===== src/rtl/core/pcc_pkg.sv =====
`default_nettype none

package pcc_pkg;

    localparam int ITERATIONS_DEF = 16;
    localparam int DATA_WIDTH_DEF = 32;

    // Width of the binary angle register and headroom bits above the Q16.16 guard range.
    localparam int Z_W      = 34;
    localparam int HEADROOM = 2;
    // Width of x or y once the guard bits are dropped.
    localparam int XR_W     = 32 + HEADROOM;

    // 1/K of the CORDIC gain in Q0.32.
    localparam logic [31:0] INV_GAIN     = 32'h9B74_EDA8;
    localparam logic [31:0] QUARTER_TURN = 32'h4000_0000;
    localparam logic [31:0] HALF_TURN    = 32'h8000_0000;

    // Degrees to binary angle: round(deg * 8192 / 45) through a reciprocal multiply.
    localparam int          DEG_SHIFT       = 46;
    localparam int          DEG_SCALE_SHIFT = 13;
    localparam int          DEG_Q_LSB       = DEG_SHIFT - DEG_SCALE_SHIFT;
    localparam logic [63:0] DEG_DIVISOR     = 64'd45;
    localparam logic [40:0] DEG_RECIP       =
        41'(((64'd1 << DEG_SHIFT) / DEG_DIVISOR) + 64'd1);
    // Rounding offset of 22 units scaled by the reciprocal, with the 2^13 factor taken out.
    localparam logic [63:0] DEG_BIAS        = (64'd22 * 64'(DEG_RECIP)) >> DEG_SCALE_SHIFT;

    // Binary angle to degrees: (s * 45 + 4096) >> 13.
    localparam logic [37:0] ANGLE_GAIN  = 38'd45;
    localparam logic [37:0] ANGLE_ROUND = 38'd4096;
    localparam int          ANGLE_SHIFT = 13;
    // 180 degrees in Q16.16.
    localparam logic signed [31:0] ANGLE_LIMIT = 32'sd11796480;

    typedef enum logic {
        OP_POLAR_TO_RECT = 1'b0,
        OP_RECT_TO_POLAR = 1'b1
    } t_op;

    typedef struct packed {
        logic valid;
        t_op  op;
        logic zero;
    } t_ctl;

    function automatic logic [31:0] atan_entry(input int idx);
        logic [31:0] a;
        case (idx)
            0:       a = 32'h2000_0000;
            1:       a = 32'h12E4_051E;
            2:       a = 32'h09FB_385B;
            3:       a = 32'h0511_11D4;
            4:       a = 32'h028B_0D43;
            5:       a = 32'h0145_D7E1;
            6:       a = 32'h00A2_F61E;
            7:       a = 32'h0051_7C55;
            8:       a = 32'h0028_BE53;
            9:       a = 32'h0014_5F2F;
            10:      a = 32'h000A_2F98;
            11:      a = 32'h0005_17CC;
            12:      a = 32'h0002_8BE6;
            13:      a = 32'h0001_45F3;
            14:      a = 32'h0000_A2FA;
            15:      a = 32'h0000_517D;
            16:      a = 32'h0000_28BE;
            17:      a = 32'h0000_145F;
            18:      a = 32'h0000_0A30;
            19:      a = 32'h0000_0518;
            20:      a = 32'h0000_028C;
            21:      a = 32'h0000_0146;
            22:      a = 32'h0000_00A3;
            23:      a = 32'h0000_0051;
            24:      a = 32'h0000_0029;
            25:      a = 32'h0000_0014;
            26:      a = 32'h0000_000A;
            27:      a = 32'h0000_0005;
            28:      a = 32'h0000_0003;
            29:      a = 32'h0000_0001;
            default: a = 32'h0000_0000;
        endcase
        return a;
    endfunction

endpackage

`default_nettype wire


===== src/rtl/core/pcc_post.sv =====
`default_nettype none

module pcc_post #(
    parameter int GUARD = 8,
    parameter int W     = 42
) (
    input  logic                           i_clk,
    input  logic                           i_rst_n,
    input  pcc_pkg::t_ctl                  i_ctl,
    input  logic signed [W-1:0]            i_x,
    input  logic signed [W-1:0]            i_y,
    input  logic signed [pcc_pkg::Z_W-1:0] i_z,
    output logic                           o_valid,
    output logic signed [31:0]             o_first_result,
    output logic signed [31:0]             o_second_result
);
    import pcc_pkg::*;

    localparam logic signed [W-1:0]    ROUND_HALF = W'((64'd1 << GUARD) >> 1);
    localparam logic signed [XR_W-1:0] SAT_MAX    = XR_W'(32'sh7FFF_FFFF);
    localparam logic signed [XR_W-1:0] SAT_MIN    = XR_W'(32'sh8000_0000);

    function automatic logic [31:0] sat32(input logic signed [XR_W-1:0] v);
        logic [31:0] s;
        if (v > SAT_MAX) begin
            s = 32'h7FFF_FFFF;
        end else if (v < SAT_MIN) begin
            s = 32'h8000_0000;
        end else begin
            s = 32'(v);
        end
        return s;
    endfunction

    // Stage A: drop the guard bits, scale the binary angle to degrees.
    logic signed [W-1:0]    x_sum;
    logic signed [W-1:0]    y_sum;
    logic signed [31:0]     s_bam;
    logic [31:0]            s_mag;
    logic [37:0]            n_a_mag;

    t_ctl                   r_a_ctl;
    logic signed [XR_W-1:0] r_a_xr;
    logic signed [XR_W-1:0] r_a_yr;
    logic                   r_a_sneg;
    logic [37:0]            r_a_mag;

    assign x_sum   = i_x + ROUND_HALF;
    assign y_sum   = i_y + ROUND_HALF;
    assign s_bam   = i_z[31:0];
    assign s_mag   = s_bam[31] ? 32'(-s_bam) : 32'(s_bam);
    assign n_a_mag = 38'(s_mag) * ANGLE_GAIN + ANGLE_ROUND;

    always_ff @(posedge i_clk) begin
        if (!i_rst_n) begin
            r_a_ctl <= '0;
        end else begin
            r_a_ctl <= i_ctl;
        end
    end

    always_ff @(posedge i_clk) begin
        r_a_xr   <= XR_W'(x_sum >>> GUARD);
        r_a_yr   <= XR_W'(y_sum >>> GUARD);
        r_a_sneg <= s_bam[31];
        r_a_mag  <= n_a_mag;
    end

    // Stage B: saturate and select the result item.
    logic [31:0] angle_q;
    logic [31:0] angle;
    logic [31:0] n_first;
    logic [31:0] n_second;

    logic        r_valid;
    logic [31:0] r_first;
    logic [31:0] r_second;

    assign angle_q = 32'(r_a_mag >> ANGLE_SHIFT);
    assign angle   = r_a_sneg ? 32'(-angle_q) : angle_q;

    always_comb begin
        n_first  = sat32(r_a_xr);
        n_second = sat32(r_a_yr);
        if (r_a_ctl.op == OP_RECT_TO_POLAR) begin
            n_second = angle;
            // The zero vector has no direction; both results read zero.
            if (r_a_ctl.zero) begin
                n_first  = '0;
                n_second = '0;
            end
        end
    end

    always_ff @(posedge i_clk) begin
        if (!i_rst_n) begin
            r_valid <= 1'b0;
        end else begin
            r_valid <= r_a_ctl.valid;
        end
    end

    always_ff @(posedge i_clk) begin
        r_first  <= n_first;
        r_second <= n_second;
    end

    assign o_valid         = r_valid;
    assign o_first_result  = r_first;
    assign o_second_result = r_second;

endmodule

`default_nettype wire

===== config.mk =====
export PLATFORM = sky130hd
export DESIGN_NAME = pcc_post
export DESIGN_NICKNAME = d
export VERILOG_FILES = /design/src/rtl/core/pcc_pkg.sv /design/src/rtl/core/pcc_post.sv
export SDC_FILE = /design/constraint.sdc
export NUM_CORES = 1
export LEC_CHECK = 0
export ABC_CLOCK_PERIOD_IN_PS = 12500
export BUFFER_PORTS_ARGS = -buffer_cell sky130_fd_sc_hd__buf_2
export CAP_MARGIN = 20
export CORE_ASPECT_RATIO = 1.4
export CORE_UTILIZATION = 61
export DETAILED_ROUTE_END_ITERATION = 7
export GPL_TIMING_DRIVEN = 0
export PLACE_DENSITY = 0.87
export SLEW_MARGIN = 20
export SYNTH_ARGS = -nofsm -noshare
export SYNTH_HDL_FRONTEND = slang
export SYNTH_SLANG_ARGS = --single-unit

===== constraint.sdc =====
create_clock -name i_clk -period 12.5 [get_ports i_clk]
set_clock_uncertainty 0.1 [all_clocks]
set_input_delay 0.625 -clock i_clk [delete_from_list [all_inputs] [get_ports i_clk]]
set_output_delay 0.625 -clock i_clk [all_outputs]
set_load 0.01 [all_outputs]

; Word level (Yosys, flattened, before mapping)
; Cells that the tools add are included.
[word_totals]
ff_bits = 175
inputBits = 123
out_inout_bits = 65
wordCells = 30
[classes]
addsub = 5
mul = 1
n_lt_le_gt_ge = 4
muxes = 10
[op_table]
columns = op, n
row1 = $mux 32, 10
row2 = $add 42x9->42 const B, 2
row3 = $gt 34x32->1 const B, 2
row4 = $lt 34x32->1 const B, 2
row5 = $add 38x13->38 const B, 1
row6 = $mul 32x6->38 const B, 1
row7 = $neg 25->32, 1
row8 = $neg 32->32, 1

; Longest topological paths before layout
; Gate-level depths: netlist (run 1).
[depth]
word_depth = 5
mapped_depth = 24
mapped_depth_nobuf = 23

; Least setup slack after synthesis (run 1)
; OpenSTA, ideal clock, no wires.
[synth_path]
path_kind = input-to-reg
startpoint = input i_z[9] (netlist bit)
endpoint = register r_a_mag[34]
setup_ns = 0.131
t_arrival_ns = 6.479
t_required_ns = 12.269
path_slack_ns = 5.790
stages = 23
n_path_buf = 1
path_cell_list = or4_4 -> or3_4 -> or3_4 -> or4_4 -> or3_1 -> o31ai_1 -> xnor2_1 -> ha_1 -> inv_1 -> fa_1 -> inv_1 -> fa_1 -> ha_1 -> ha_1 -> inv_1 -> o21bai_1 -> a311oi_1 -> nand2_1 -> a21o_1 -> and2_1 -> clkbuf_1 -> a2111oi_0 -> nor3_1
[synth_via]
elab_chain_cells = 4
[synth_lines]
columns = element, line
row1 = "start, declared", pcc_post.sv:12  ; input logic signed [pcc_pkg::Z_W-1:0] i_z,
row2 = $neg 32->32, pcc_post.sv:51  ; assign s_mag = s_bam[31] ? 32'(-s_bam) : 32'(s_bam);
row3 = $mux 32 (*), pcc_post.sv:51
row4 = $mul 32x6->38 (*), pcc_post.sv:52  ; assign n_a_mag = 38'(s_mag) * ANGLE_GAIN + ANGLE_ROUND;
row5 = $add 38x13->38 (*), pcc_post.sv:52
row6 = via n_a_mag[34], pcc_post.sv:40  ; logic [37:0] n_a_mag;
row7 = "end signal, assigned", pcc_post.sv:66  ; r_a_mag <= n_a_mag;
row8 = "end, declared", pcc_post.sv:46  ; logic [37:0] r_a_mag;
; The timed path passes the listed nets; every way through them passes the cells marked *.
; A chain may end at the register's enable or synchronous reset.

; Worst setup path in the final report (run 1)
[layout_path]
startpoint = input i_z[6] (netlist bit)
endpoint = register r_a_mag[34]
; Same word-level chain as after synthesis.

==> run metrics, run 1 <==
cts repair resizes=0; buffers from clock root to sink, at most=2; largest net degree at the start of global routing=19; simple-gate share of the synthesized area=0.128; complex-gate fraction of the synthesized area=0.132; main combinational cell family by area after synthesis=adder cells; number of cells produced by synthesis=1052; cell type with the largest total area after synthesis=sky130_fd_sc_hd__dfxtp_1; unrepaired setup endpoints after global routing=false; Mapped Area=10100 sq um; DRC=0; cell types with the largest area share after synthesis=sky130_fd_sc_hd__dfxtp_1 (32%), sky130_fd_sc_hd__ha_1 (14%), sky130_fd_sc_hd__fa_1 (9.5%); Pwr Density=approximately 220 nW/um^2; last weighted congestion value of the routability-driven placer=0.893; type of destination of the critical path=flop; TritonCTS clock tree=built; number of sinks handled by clock tree synthesis=between 150 and 200; number of vias after detailed routing=7972; P&R area growth vs syn=16.9%; number of antenna violations at the first check in global routing=3; CORE AREA=16200 sq um; cells on worst reg2reg path=7; sequential cell area=3240 sq um; total wirelength of the detailed-routed design=22.3 mm; share of power burned in combinational logic=0.549; buffer type at the clock tree root=sky130_fd_sc_hd__clkbuf_16; hold buffer count at CTS=0; Synth async-reset ratio=0; detailed-placement wirelength estimate=18.1 mm; Syn Nets=1336; most common cell after layout, fill and taps aside=sky130_fd_sc_hd__buf_2; CP arrival=7060 ps; proportion of layout cells with a drive suffix above 1=0.175; reg-to-reg setup timing slack=10020 ps; worst min-delay path endpoint=r_a_yr[33]; origin of the worst min-delay path=i_y[41]; most frequent cells in the layout=sky130_fd_sc_hd__buf_2 (171), sky130_fd_sc_hd__dfxtp_1 (162), sky130_fd_sc_hd__ha_1 (113); Finished Layout Cells=1456; Seq pwr share=0.258; cell-internal power=roughly 1.5 mW; count of TritonRoute iterations in the first routing pass=5; worst vdd rail ir drop=0.143 mV; reg-to-reg endpoint=o_second_result[24]; mux contribution to synthesized area=0.000993; I/O Pins=188; Critical Path Start Type=input port; number of global-route vias before repair=8225; hold crit path type=in2reg; xor and xnor fraction of the mapped netlist area=0.136; list of cells traversed by the critical path=buf_2, or4_4, or3_4, or3_4, or4_4, or3_1, o31ai_1, xnor2_1, ha_1, inv_1, fa_1, inv_1, fa_1, ha_1, ha_1, inv_1, o21bai_1, a311oi_1, nand2_1, a21o_1, and2_1, clkbuf_1, a2111oi_0, nor3_1; total setup buffers inserted after CTS=0; die boundary width=between 100 and 150 um; total number of yosys warnings=0; placed instance area=11200 sq um; part of the Yosys area used for sequential elements=0.322; number of DRC markers in iteration 0=561; ys flop type=sky130_fd_sc_hd__dfxtp_1; placed insts=1422; first-pass GRT wire length=37.3 mm; final-report max-slew violation count=0; number of nets in the finished design=~1500; fraction of the core area covered by cells at the end of the flow=0.729; number of distinct library cell variants in the gate-level netlist after synthesis=52; worst stage delay on the critical path=between 500 and 600 ps; clock latency on the worst-skew pair=about 430 ps; EDFF count, synth=0; area of combinational cells with multiple inputs=6390 sq um; filler instances=approximately 1100; flip-flop and latch count after synthesis=roughly 160; Leak Pwr=5.72 nW; worst-path maximum fanout=7; Post-Syn Area per Cell=9.58 sq um; top-area cell type share of the netlist area=0.322; Least-Margin Pin Slew=848 ps; overall track demand over capacity in global routing=0.271; highest attainable clock frequency=around 150 MHz; Hold Violations, Final=0; number of rows in the core area=55; vias per cell=around 5.5; maximum level of the CTS H-tree=4; critical setup path kind=in2reg; summed area of non-filler cells in the final layout=11800 sq um; switching share of power=0.416; final hold slack=~280 ps; height of the die=~150 um; result of the run=finished clean; number of I/O port buffers=171; Final Cycle Share=0.548; Die ar.=roughly 17000 sq um; cell at the slowest stage of the critical path=sky130_fd_sc_hd__or4_4; clock slew at the register clock pins of the worst setup and hold paths=70 ps; number of cells on the worst hold path=2; worst max-slew margin expressed relative to the limit=0.430; starting density of the core=0.623; TritonCTS buffer count=17; Final setup violation count=0; leftover overflow at the end of global routing=0; share of synthesized cell area in full adder, half adder and majority cells=0.236; # Max-Cap Violations=0; minimum clock period=6850 ps; required time of the critical path=12710 ps; mean routed wirelength per cell=15.3 um; number of nets with antenna violations after routing=0; clock share of power=0.193; worst reg2reg path startpoint=r_a_mag[29]; TNS Setup=0 ps; power spent charging and discharging nets=1.08 mW
-- critical path, delay by kind of cell --
family | cells | cell delay (ps)
xor gates and xnor gates | 1 | 140
AOI/OAI and AO/OA | 5 | 1300
adders and majority gates | 5 | 1920
buffers and inverters | 5 | 570
and+or+nand+nor | 8 | 2490
-- power by group through the flow --
stage | Combinational [mW] | Clock (mW) | Sequential (mW)
floorplan | 1.08 | 0 | 0.680
global placement | 1.35 | 0 | 0.673
detailed placement | 1.40 | 0 | 0.676
CTS | 1.42 | 0.504 | 0.666
global route | 1.62 | 0.531 | 0.676
finish | 1.42 | 0.500 | 0.667
-- registers in the layout, summed over array words and instances, names as in the netlist --
signal	count
o_second_result	32
r_a_mag	25
r_a_ctl	3
o_first_result	32
r_a_sneg	1
o_valid	1
r_a_yr	34
r_a_xr	34
-- per-stage QoR --
step                      setup slack (ps)  power [mW]
after floorplan                       5790        1.76
after global placement                5280        2.03
after detailed placement              5220        2.07
after CTS                             5660        2.59
after global routing                  5310        2.83
final                                 5650        2.59
-- synth_stat cells, types with 2 or more instances --
master / count
sky130_fd_sc_hd__a211oi_1: 4
sky130_fd_sc_hd__a21boi_0: 2
sky130_fd_sc_hd__a21o_1: 29
sky130_fd_sc_hd__a21oi_1: 19
sky130_fd_sc_hd__a31oi_1: 5
sky130_fd_sc_hd__and2_1: 10
sky130_fd_sc_hd__and3_1: 22
sky130_fd_sc_hd__and4_1: 4
sky130_fd_sc_hd__clkbuf_1: 27
sky130_fd_sc_hd__dfxtp_1: 162
sky130_fd_sc_hd__fa_1: 48
sky130_fd_sc_hd__ha_1: 113
sky130_fd_sc_hd__inv_1: 91
sky130_fd_sc_hd__nand2_1: 62
sky130_fd_sc_hd__nand2b_1: 6
sky130_fd_sc_hd__nand3_1: 30
sky130_fd_sc_hd__nand4_1: 14
sky130_fd_sc_hd__nor2_1: 69
sky130_fd_sc_hd__nor2b_1: 3
sky130_fd_sc_hd__nor3_1: 8
sky130_fd_sc_hd__nor4_1: 4
sky130_fd_sc_hd__o2111ai_1: 2
sky130_fd_sc_hd__o211ai_1: 3
sky130_fd_sc_hd__o21a_1: 36
sky130_fd_sc_hd__o21ai_0: 32
sky130_fd_sc_hd__o21bai_1: 4
sky130_fd_sc_hd__o22ai_1: 26
sky130_fd_sc_hd__o31ai_1: 16
sky130_fd_sc_hd__o41ai_1: 7
sky130_fd_sc_hd__or2_2: 4
sky130_fd_sc_hd__or3_1: 5
sky130_fd_sc_hd__or3_2: 2
sky130_fd_sc_hd__or3_4: 4
sky130_fd_sc_hd__or4_1: 4
sky130_fd_sc_hd__or4_4: 3
sky130_fd_sc_hd__xnor2_1: 91
sky130_fd_sc_hd__xor2_1: 66
-- layer usage --
layer / part of all wire / up-vias / track usage
li1: - / 3995 / -
met1: 0.39 / 3687 / 0.290
met2: 0.54 / 246 / 0.527
met3: 0.042 / 42 / 0.0406
met4: 0.024 / 2 / 0.106
met5: 0.00058 / - / 0
-- logic make-up after synthesis --
logic type	count (synthesis)
and+or+nand+nor	257
AOI/OAI and AO/OA	195
DFF	162
adders and majority gates	161
xor gates and xnor gates	157
buffers and inverters	119
muxes	1
-- worst max-delay path by stage --
stage / start / end / slack, ps / cells after the start
6_report: i_z[6] / r_a_mag[34] / 5650 / 24
3_3_place_gp: i_z[6] / r_a_mag[34] / 5280 / 24
2_1_floorplan: i_z[9] / r_a_mag[34] / 5790 / 23
3_5_place_dp: i_z[6] / r_a_mag[34] / 5220 / 24
4_1_cts: i_z[6] / r_a_mag[34] / 5660 / 24
5_1_grt: i_z[6] / r_a_mag[34] / 5310 / 24
-- cell type report --
cell class              count  area share
multi-input cells         771       0.542
flip-flops and latches    162       0.275
repair buffers            171      0.0726
clock buffers              17      0.0361
inverters                  91      0.0290
well taps                 199      0.0211
clock inverters            15      0.0134
plain buffers              28     0.00956
diodes                      2    0.000425
(Power assumes the default switching activity.)
==> run 2, diff against run 1 <==
- ABC_CLOCK_PERIOD_IN_PS: 12500 -> 5500
- CORE_UTILIZATION: 61 -> 51
- PLACE_DENSITY: 0.87 -> 0.77
- clock period: 12.5 -> 5.5 ns (I/O delays scaled with it)
==> run 2 against run 1 <==
Net effect:
- the run now ends with setup timing left
- sequential cell count stayed put
- first-iteration DRC count is 29% lower
- wire length is 17% higher
- cell count is 9.9% higher
- clock-buffer cell count is 1 higher
- clock power is 130% higher
- sequential power is 130% higher
- highest routed layer is now met4
- sequential share of layout area is 3.4 points lower
- non-clock buffer count is 97 higher
- critical path depth is 1 lower
- largest cell class unchanged
==> run metrics, run 2 (synthesis gave the netlist of run 1 again) <==
worst vdd rail ir drop=0.312 mV (+120%); summed area of non-filler cells in the final layout=13400 sq um (+14%); number of DRC markers in iteration 0=396 (-29%); TritonCTS buffer count=17 (unchanged); Critical Path Start Type=input port; CP arrival=6010 ps (-1050 ps); GR peak layer=met2; TritonCTS clock tree=built; Final setup violation count=12 (+12); placed instance area=11400 sq um (+2.0%); area of combinational cells with multiple inputs=7020 sq um (+9.9%); required time of the critical path=5690 ps (-7020 ps); worst max-slew margin expressed relative to the limit=0.441 (+0.0113); Die ar.=20300 sq um (+19%); TNS Setup=-2530 ps (-2530 ps); buffers from clock root to sink, at most=2 (unchanged); total wirelength of the detailed-routed design=26.0 mm (+17%); filler instances=1342 (+20%); mean routed wirelength per cell=16.2 um (+6.1%); first-pass GRT wire length=38.8 mm (+4.0%); number of antenna violations at the first check in global routing=0 (-3); vias per cell=5.34 (-2.5%); final-report max-slew violation count=0 (unchanged); minimum clock period=around 5800 ps; overall track demand over capacity in global routing=0.238 (-0.0333); starting density of the core=0.522 (-0.101); Regs by FF count=r_a_xr x34, r_a_yr x34; met1 Resource Use GR=0.248 (-0.0425); met2 capacity usage during global routing=0.470 (-0.0571); Hold Violations, Final=0 (unchanged); worst-path maximum fanout=4 (-3); count of TritonRoute iterations in the first routing pass=5 (unchanged); Pwr Density=542 nW/um^2 (+150%); clock latency on the worst-skew pair=430 ps (about the same); leftover overflow at the end of global routing=0 (unchanged); sequential cell area=3240 sq um (unchanged); number of nets in the finished design=1623 (+6.4%); final hold slack=12.5 ps (-264 ps); number of sinks handled by clock tree synthesis=162 (unchanged); PnR worst setup slack=-315 ps (-5960 ps); Least-Margin Pin Slew=831 ps (-16.7 ps); P&R area growth vs syn=33.3%; number of vias after detailed routing=8539 (+7.1%); number of global-route vias before repair=8554 (+4.0%); proportion of layout cells with a drive suffix above 1=0.246 (+0.0710); failing checks=setup timing; most frequent cells in the layout=sky130_fd_sc_hd__buf_2 (170), sky130_fd_sc_hd__dfxtp_1 (162), sky130_fd_sc_hd__ha_1 (89); critical setup path kind=in2reg; Antenna diodes=0 (-2); height of the die=168 um (+9.2%); number of I/O port buffers=171 (unchanged); most common cell after layout, fill and taps aside=sky130_fd_sc_hd__buf_2; number of rows in the core area=60 (+9.1%); total power of the final layout=7.29 mW (+180%); type of destination of the critical path=flop; maximum level of the CTS H-tree=4 (unchanged); unrepaired setup endpoints after global routing=true; clock slew at the register clock pins of the worst setup and hold paths=60 ps (about the same); Leak Pwr=6.25 nW (+9.3%); largest net degree at the start of global routing=18 (-1); detailed-placement wirelength estimate=18.2 mm (+0.87%); I/O Pins=188 (unchanged); highest attainable clock frequency=about 170 MHz; number of nets with antenna violations after routing=0 (unchanged); DRC=0 (unchanged); buffer type at the clock tree root=sky130_fd_sc_hd__clkbuf_16; last weighted congestion value of the routability-driven placer=0.905 (+1.4%); met3 demand-to-capacity share in global routing=0.0362 (-0.00435); fraction of the core area covered by cells at the end of the flow=0.696 (-0.0321); result of the run=complete, but fails checks; Final Cycle Share=1.06; hold crit path type=in2reg; die boundary width=121 um (+9.2%); # Max-Cap Violations=0 (unchanged); CORE AREA=19300 sq um (+19%)
-- run 2: worst paths after layout --
kind / slack [ps] / cells after the start / end / startpoint
worst max-delay path: -310 / 23 / r_a_mag[35] / i_z[9]
worst min-delay path: 10 / 2 / r_a_yr[27] / i_y[35]
worst max register to register: 2970 / 7 / o_second_result[24] / r_a_mag[29]
worst min register to register: 340 / 1 / o_first_result[26] / r_a_xr[26]
-- run 2: timing repair --
item / 4_1_cts / 5_1_grt
hold endpoints to repair: 62 / 2
setup endpoints to repair: 12 / 16
pin swaps: 47 / 43
hold buffers: 63 / 1
setup buffers: 22 / 16
resized for setup: 41 / 53
-- run 2: critical path, stage by stage --
cell	delay [ps]
sky130_fd_sc_hd__buf_6	90
sky130_fd_sc_hd__or4_4	520
sky130_fd_sc_hd__or3_4	350
sky130_fd_sc_hd__or3_4	390
sky130_fd_sc_hd__or4_4	430
sky130_fd_sc_hd__or3_4	380
sky130_fd_sc_hd__o41a_1	330
sky130_fd_sc_hd__xor2_1	200
sky130_fd_sc_hd__ha_1	310
sky130_fd_sc_hd__inv_2	50
sky130_fd_sc_hd__fa_1	550
sky130_fd_sc_hd__inv_1	60
sky130_fd_sc_hd__fa_1	530
sky130_fd_sc_hd__ha_4	220
sky130_fd_sc_hd__ha_4	240
sky130_fd_sc_hd__a21oi_4	150
sky130_fd_sc_hd__buf_4	120
sky130_fd_sc_hd__o21ai_1	60
sky130_fd_sc_hd__a21o_1	190
sky130_fd_sc_hd__a21oi_1	160
sky130_fd_sc_hd__o21a_1	160
sky130_fd_sc_hd__o31ai_2	90
sky130_fd_sc_hd__xor2_1	160
-- run 2: final cells by class --
type | instances | area share
clock buffer | 18 | 0.0319
multi-input combinational | 771 | 0.523
timing repair buffer | 273 | 0.136
inverter | 91 | 0.0258
tap | 248 | 0.0231
sequential | 162 | 0.241
clock inverter | 14 | 0.0121
buffer | 23 | 0.00698
-- run 2: routing by layer --
layer / share of wire / up-vias
li1: - / 4192
met1: 0.38 / 4049
met2: 0.55 / 260
met3: 0.041 / 38
met4: 0.026 / 0
met5: 0 / -
-- run 2: where the power goes --
group	leakage, nW	switching (mW)	internal, mW
clock network	0.288	0.520	0.649
registers	1.36	0.117	1.40
logic	4.60	2.39	2.21
total	6.25	3.03	4.26
-- run 2: stage by stage --
step | instances | worst slack [ps]
3_3_place_gp | 1471 | -1000
6_report | 1600 | -315
3_5_place_dp | 1472 | -1070
2_1_floorplan | 1052 | -611
4_1_cts | 1586 | -470
5_1_grt | 1600 | -454
==> run 3, diff against run 2 <==
- ABC_AREA: default -> 1
- CORE_UTILIZATION: 51 -> 52
==> run 3 against run 2 <==
Net effect:
- the flow now finishes without violations
- via count up 24%
- synthesized cell count up 45%
- utilization down 5.9 points
- critical path type unchanged
- synthesized area up 15%
- wire length up 10%
- highest routed layer unchanged
- total power down 11%
- sequential power down 3%
- worst setup slack better by 670 ps
- design area up 3.6%
- sequential share of layout area down 0.85 points
- sequential cell count unchanged
- largest cell class unchanged
- cell count up 30%
==> run metrics, run 3 <==
synth cell count leaders=sky130_fd_sc_hd__nand2_1 (267), sky130_fd_sc_hd__inv_1 (247), sky130_fd_sc_hd__dfxtp_1 (162); ys flop type=sky130_fd_sc_hd__dfxtp_1; number of global-route vias before repair=10523 (+23%); number of I/O port buffers=171 (unchanged); clock latency on the worst-skew pair=430 ps (about the same); Least-Margin Pin Slew=700 ps (-131 ps); total wirelength of the detailed-routed design=28.6 mm (+10%); minimum clock period=5150 ps (-668 ps); Post-Syn Area per Cell=7.61 sq um (-21%); Mapped Area=11600 sq um (+15%); first-pass GRT wire length=46.7 mm (+20%); required time of the critical path=5750 ps (+60 ps); number of nets in the finished design=2051 (+26%); part of the Yosys area used for sequential elements=0.279 (-0.0425); unrepaired setup endpoints after global routing=false; critical setup path kind=in2reg; CORE AREA=21900 sq um (+13%); xor and xnor fraction of the mapped netlist area=0.0950 (-0.0415); P&R area growth vs syn=20.0%; proportion of layout cells with a drive suffix above 1=0.137 (-0.110); worst vdd rail ir drop=0.253 mV (-19%); most frequent cells in the layout=sky130_fd_sc_hd__nand2_1 (267), sky130_fd_sc_hd__inv_1 (247), sky130_fd_sc_hd__buf_2 (172); last weighted congestion value of the routability-driven placer=0.921 (+1.7%); TNS Setup=0 ps (+2530 ps); Final setup violation count=0 (-12); overall track demand over capacity in global routing=0.255 (+0.0169); height of the die=179 um (+6.2%); worst-path maximum fanout=10 (+6); starting density of the core=0.531 (+0.00878); mean routed wirelength per cell=13.8 um (-15%); cell types with the largest area share after synthesis=sky130_fd_sc_hd__dfxtp_1 (28%), sky130_fd_sc_hd__ha_1 (12%), sky130_fd_sc_hd__nand2_1 (8.6%); largest net degree at the start of global routing=17 (-1); number of DRC markers in iteration 0=486 (+23%); DRC=0 (unchanged); CP arrival=5390 ps (-620 ps); count of TritonRoute iterations in the first routing pass=7 (+2); number of nets with antenna violations after routing=0 (unchanged); list of cells traversed by the critical path=dlygate4sd3_1, buf_2, clkbuf_1, clkbuf_1, o21ai_0, xor2_1, ha_1, inv_1, fa_1, inv_1, fa_1, ha_1, ha_1, nand2_1, nor2_1, inv_1, nor3_1, nand2_1, nand2_1, nand3_1, nand2_1, xor2_1; cell with the most instances after synthesis=sky130_fd_sc_hd__nand2_1; Antenna diodes=0 (unchanged); number of sinks handled by clock tree synthesis=162 (unchanged); total number of yosys warnings=0 (unchanged); Critical Path Start Type=input port; result of the run=finished clean; worst stage delay on the critical path=520 ps (-30 ps); TritonCTS clock tree=built; buffer type at the clock tree root=sky130_fd_sc_hd__clkbuf_16; simple-gate share of the synthesized area=0.234 (+0.105); number of distinct library cell variants in the gate-level netlist after synthesis=45 (-13%); cts repair resizes=0 (-100%); most common cell after layout, fill and taps aside=sky130_fd_sc_hd__nand2_1; mux contribution to synthesized area=0 (-0.000993); number of antenna violations at the first check in global routing=0 (unchanged); number of rows in the core area=64 (+6.7%); total setup buffers inserted after CTS=0 (-100%); top-area cell type share of the netlist area=0.279 (-0.0425); cell at the slowest stage of the critical path=sky130_fd_sc_hd__dlygate4sd3_1; reg-to-reg setup timing slack=3190 ps (+220 ps); maximum level of the CTS H-tree=4 (unchanged); Hold Violations, Final=0 (unchanged); vias per cell=5.09 (-4.6%); Leak Pwr=7.25 nW (+16%); main combinational cell family by area after synthesis=simple AND/OR/NAND/NOR gates; cell type with the largest total area after synthesis=sky130_fd_sc_hd__dfxtp_1; clock slew at the register clock pins of the worst setup and hold paths=60 ps (about the same); type of destination of the critical path=flop; flip-flop and latch count after synthesis=162 (unchanged); I/O Pins=188 (unchanged); Die ar.=22900 sq um (+13%); Synth async-reset ratio=0 (unchanged); fraction of the core area covered by cells at the end of the flow=0.637 (-0.0594); hold crit path type=in2reg; # Max-Cap Violations=0 (unchanged); leftover overflow at the end of global routing=0 (unchanged); number of vias after detailed routing=10572 (+24%); TritonCTS buffer count=17 (unchanged); buffers from clock root to sink, at most=2 (unchanged); Final Cycle Share=0.936 (-0.122); final-report max-slew violation count=0 (unchanged); detailed-placement wirelength estimate=23.1 mm (+27%); Regs by FF count=r_a_xr x34, r_a_yr x34; worst max-slew margin expressed relative to the limit=0.529 (+0.0878); complex-gate fraction of the synthesized area=0.0998 (-0.0317); Pwr Density=467 nW/um^2 (-14%); Syn Nets=1810 (+35%); EDFF count, synth=0 (unchanged); number of cells produced by synthesis=1526 (+45%); highest attainable clock frequency=194 MHz (+13%); cell repeated most along the worst path=sky130_fd_sc_hd__nand2_1; share of synthesized cell area in full adder, half adder and majority cells=0.205 (-0.0311); die boundary width=128 um (+6.2%)
-- run 3: changes by cell type in the layout (fill, tap and decap cells not counted), sizes merged, moves of 38 or more --
cell   previous run  this run
a21oi            19        89
buf             210       172
inv             100       255
nand2            62       275
nand3            30        83
nor2             69       151
o21ai            32        80
xnor2            91        37
-- run 3: area by class of cell --
class / instances / area [sq um]
clock buffers: 20 / 457
flip-flops and latches: 162 / 3240
inverters: 251 / 942
repair buffers: 222 / 1370
well taps: 297 / 372
clock inverters: 12 / 121
fillers: 1887 / 7940
plain buffers: 19 / 72.6
multi-input cells: 1094 / 7350
-- run 3: power by group --
group | leakage [nW] | internal [mW] | switching (mW) | total [mW]
sequential | 1.36 | 1.40 | 0.0869 | 1.48
combinational | 5.61 | 1.43 | 2.44 | 3.87
clock | 0.276 | 0.656 | 0.493 | 1.15
-- run 3: final timing paths --
check	from	endpoint	cells after the start
max	i_z[31]	r_a_mag[35]	22
min	i_x[30]	r_a_xr[22]	2
max reg2reg	r_a_mag[13]	o_second_result[28]	9
min reg2reg	r_a_xr[5]	o_first_result[5]	2
-- run 3: stage by stage --
stage / cells / area, sq um / worst slack [ps] / power, mW / hold slack [ps]
finish: 2077 / 13900 / 354 / 6.50 / 7.67
CTS: 2076 / 13900 / 442 / 6.51 / 0.398
global route: 2077 / 13900 / 80.0 / 7.16 / 4.96
floorplan: 1526 / 11600 / 1020 / 4.36 / 203
global placement: 1994 / 12800 / 287 / 5.25 / 294
detailed placement: 1994 / 12800 / 267 / 5.29 / 311
-- run 3: metal layers --
| metal | routed length, um | share of wire | track usage | vias to the layer above |
|---|---|---|---|---|
| met4 | 1250 | 0.044 | 0.132 | 0 |
| met3 | 853 | 0.030 | 0.0275 | 103 |
| met2 | 15300 | 0.54 | 0.503 | 300 |
| met1 | 11200 | 0.39 | 0.260 | 4773 |
| li1 | - | - | - | 5396 |
| met5 | 0 | 0 | 0 | - |
-- run 3: what timing repair did --
action	in CTS	in global routing
setup endpoints to repair	0	0
hold buffers	50	1
hold endpoints to repair	49	1
-- run 3: critical path: cells and delay by family --
family                     cells  cell delay, ps
adders and majority gates      5            1990
buffers and inverters          7            1690
and+or+nand+nor                7             850
xor gates and xnor gates       2             350
AOI/OAI and AO/OA              1             210
-- run 3: kinds of logic after synthesis --
| logic type | after synthesis |
|---|---|
| AOI/OAI and AO/OA | 210 |
| DFF | 162 |
| buffers and inverters | 270 |
| adders and majority gates | 161 |
| xor gates and xnor gates | 125 |
| and+or+nand+nor | 598 |
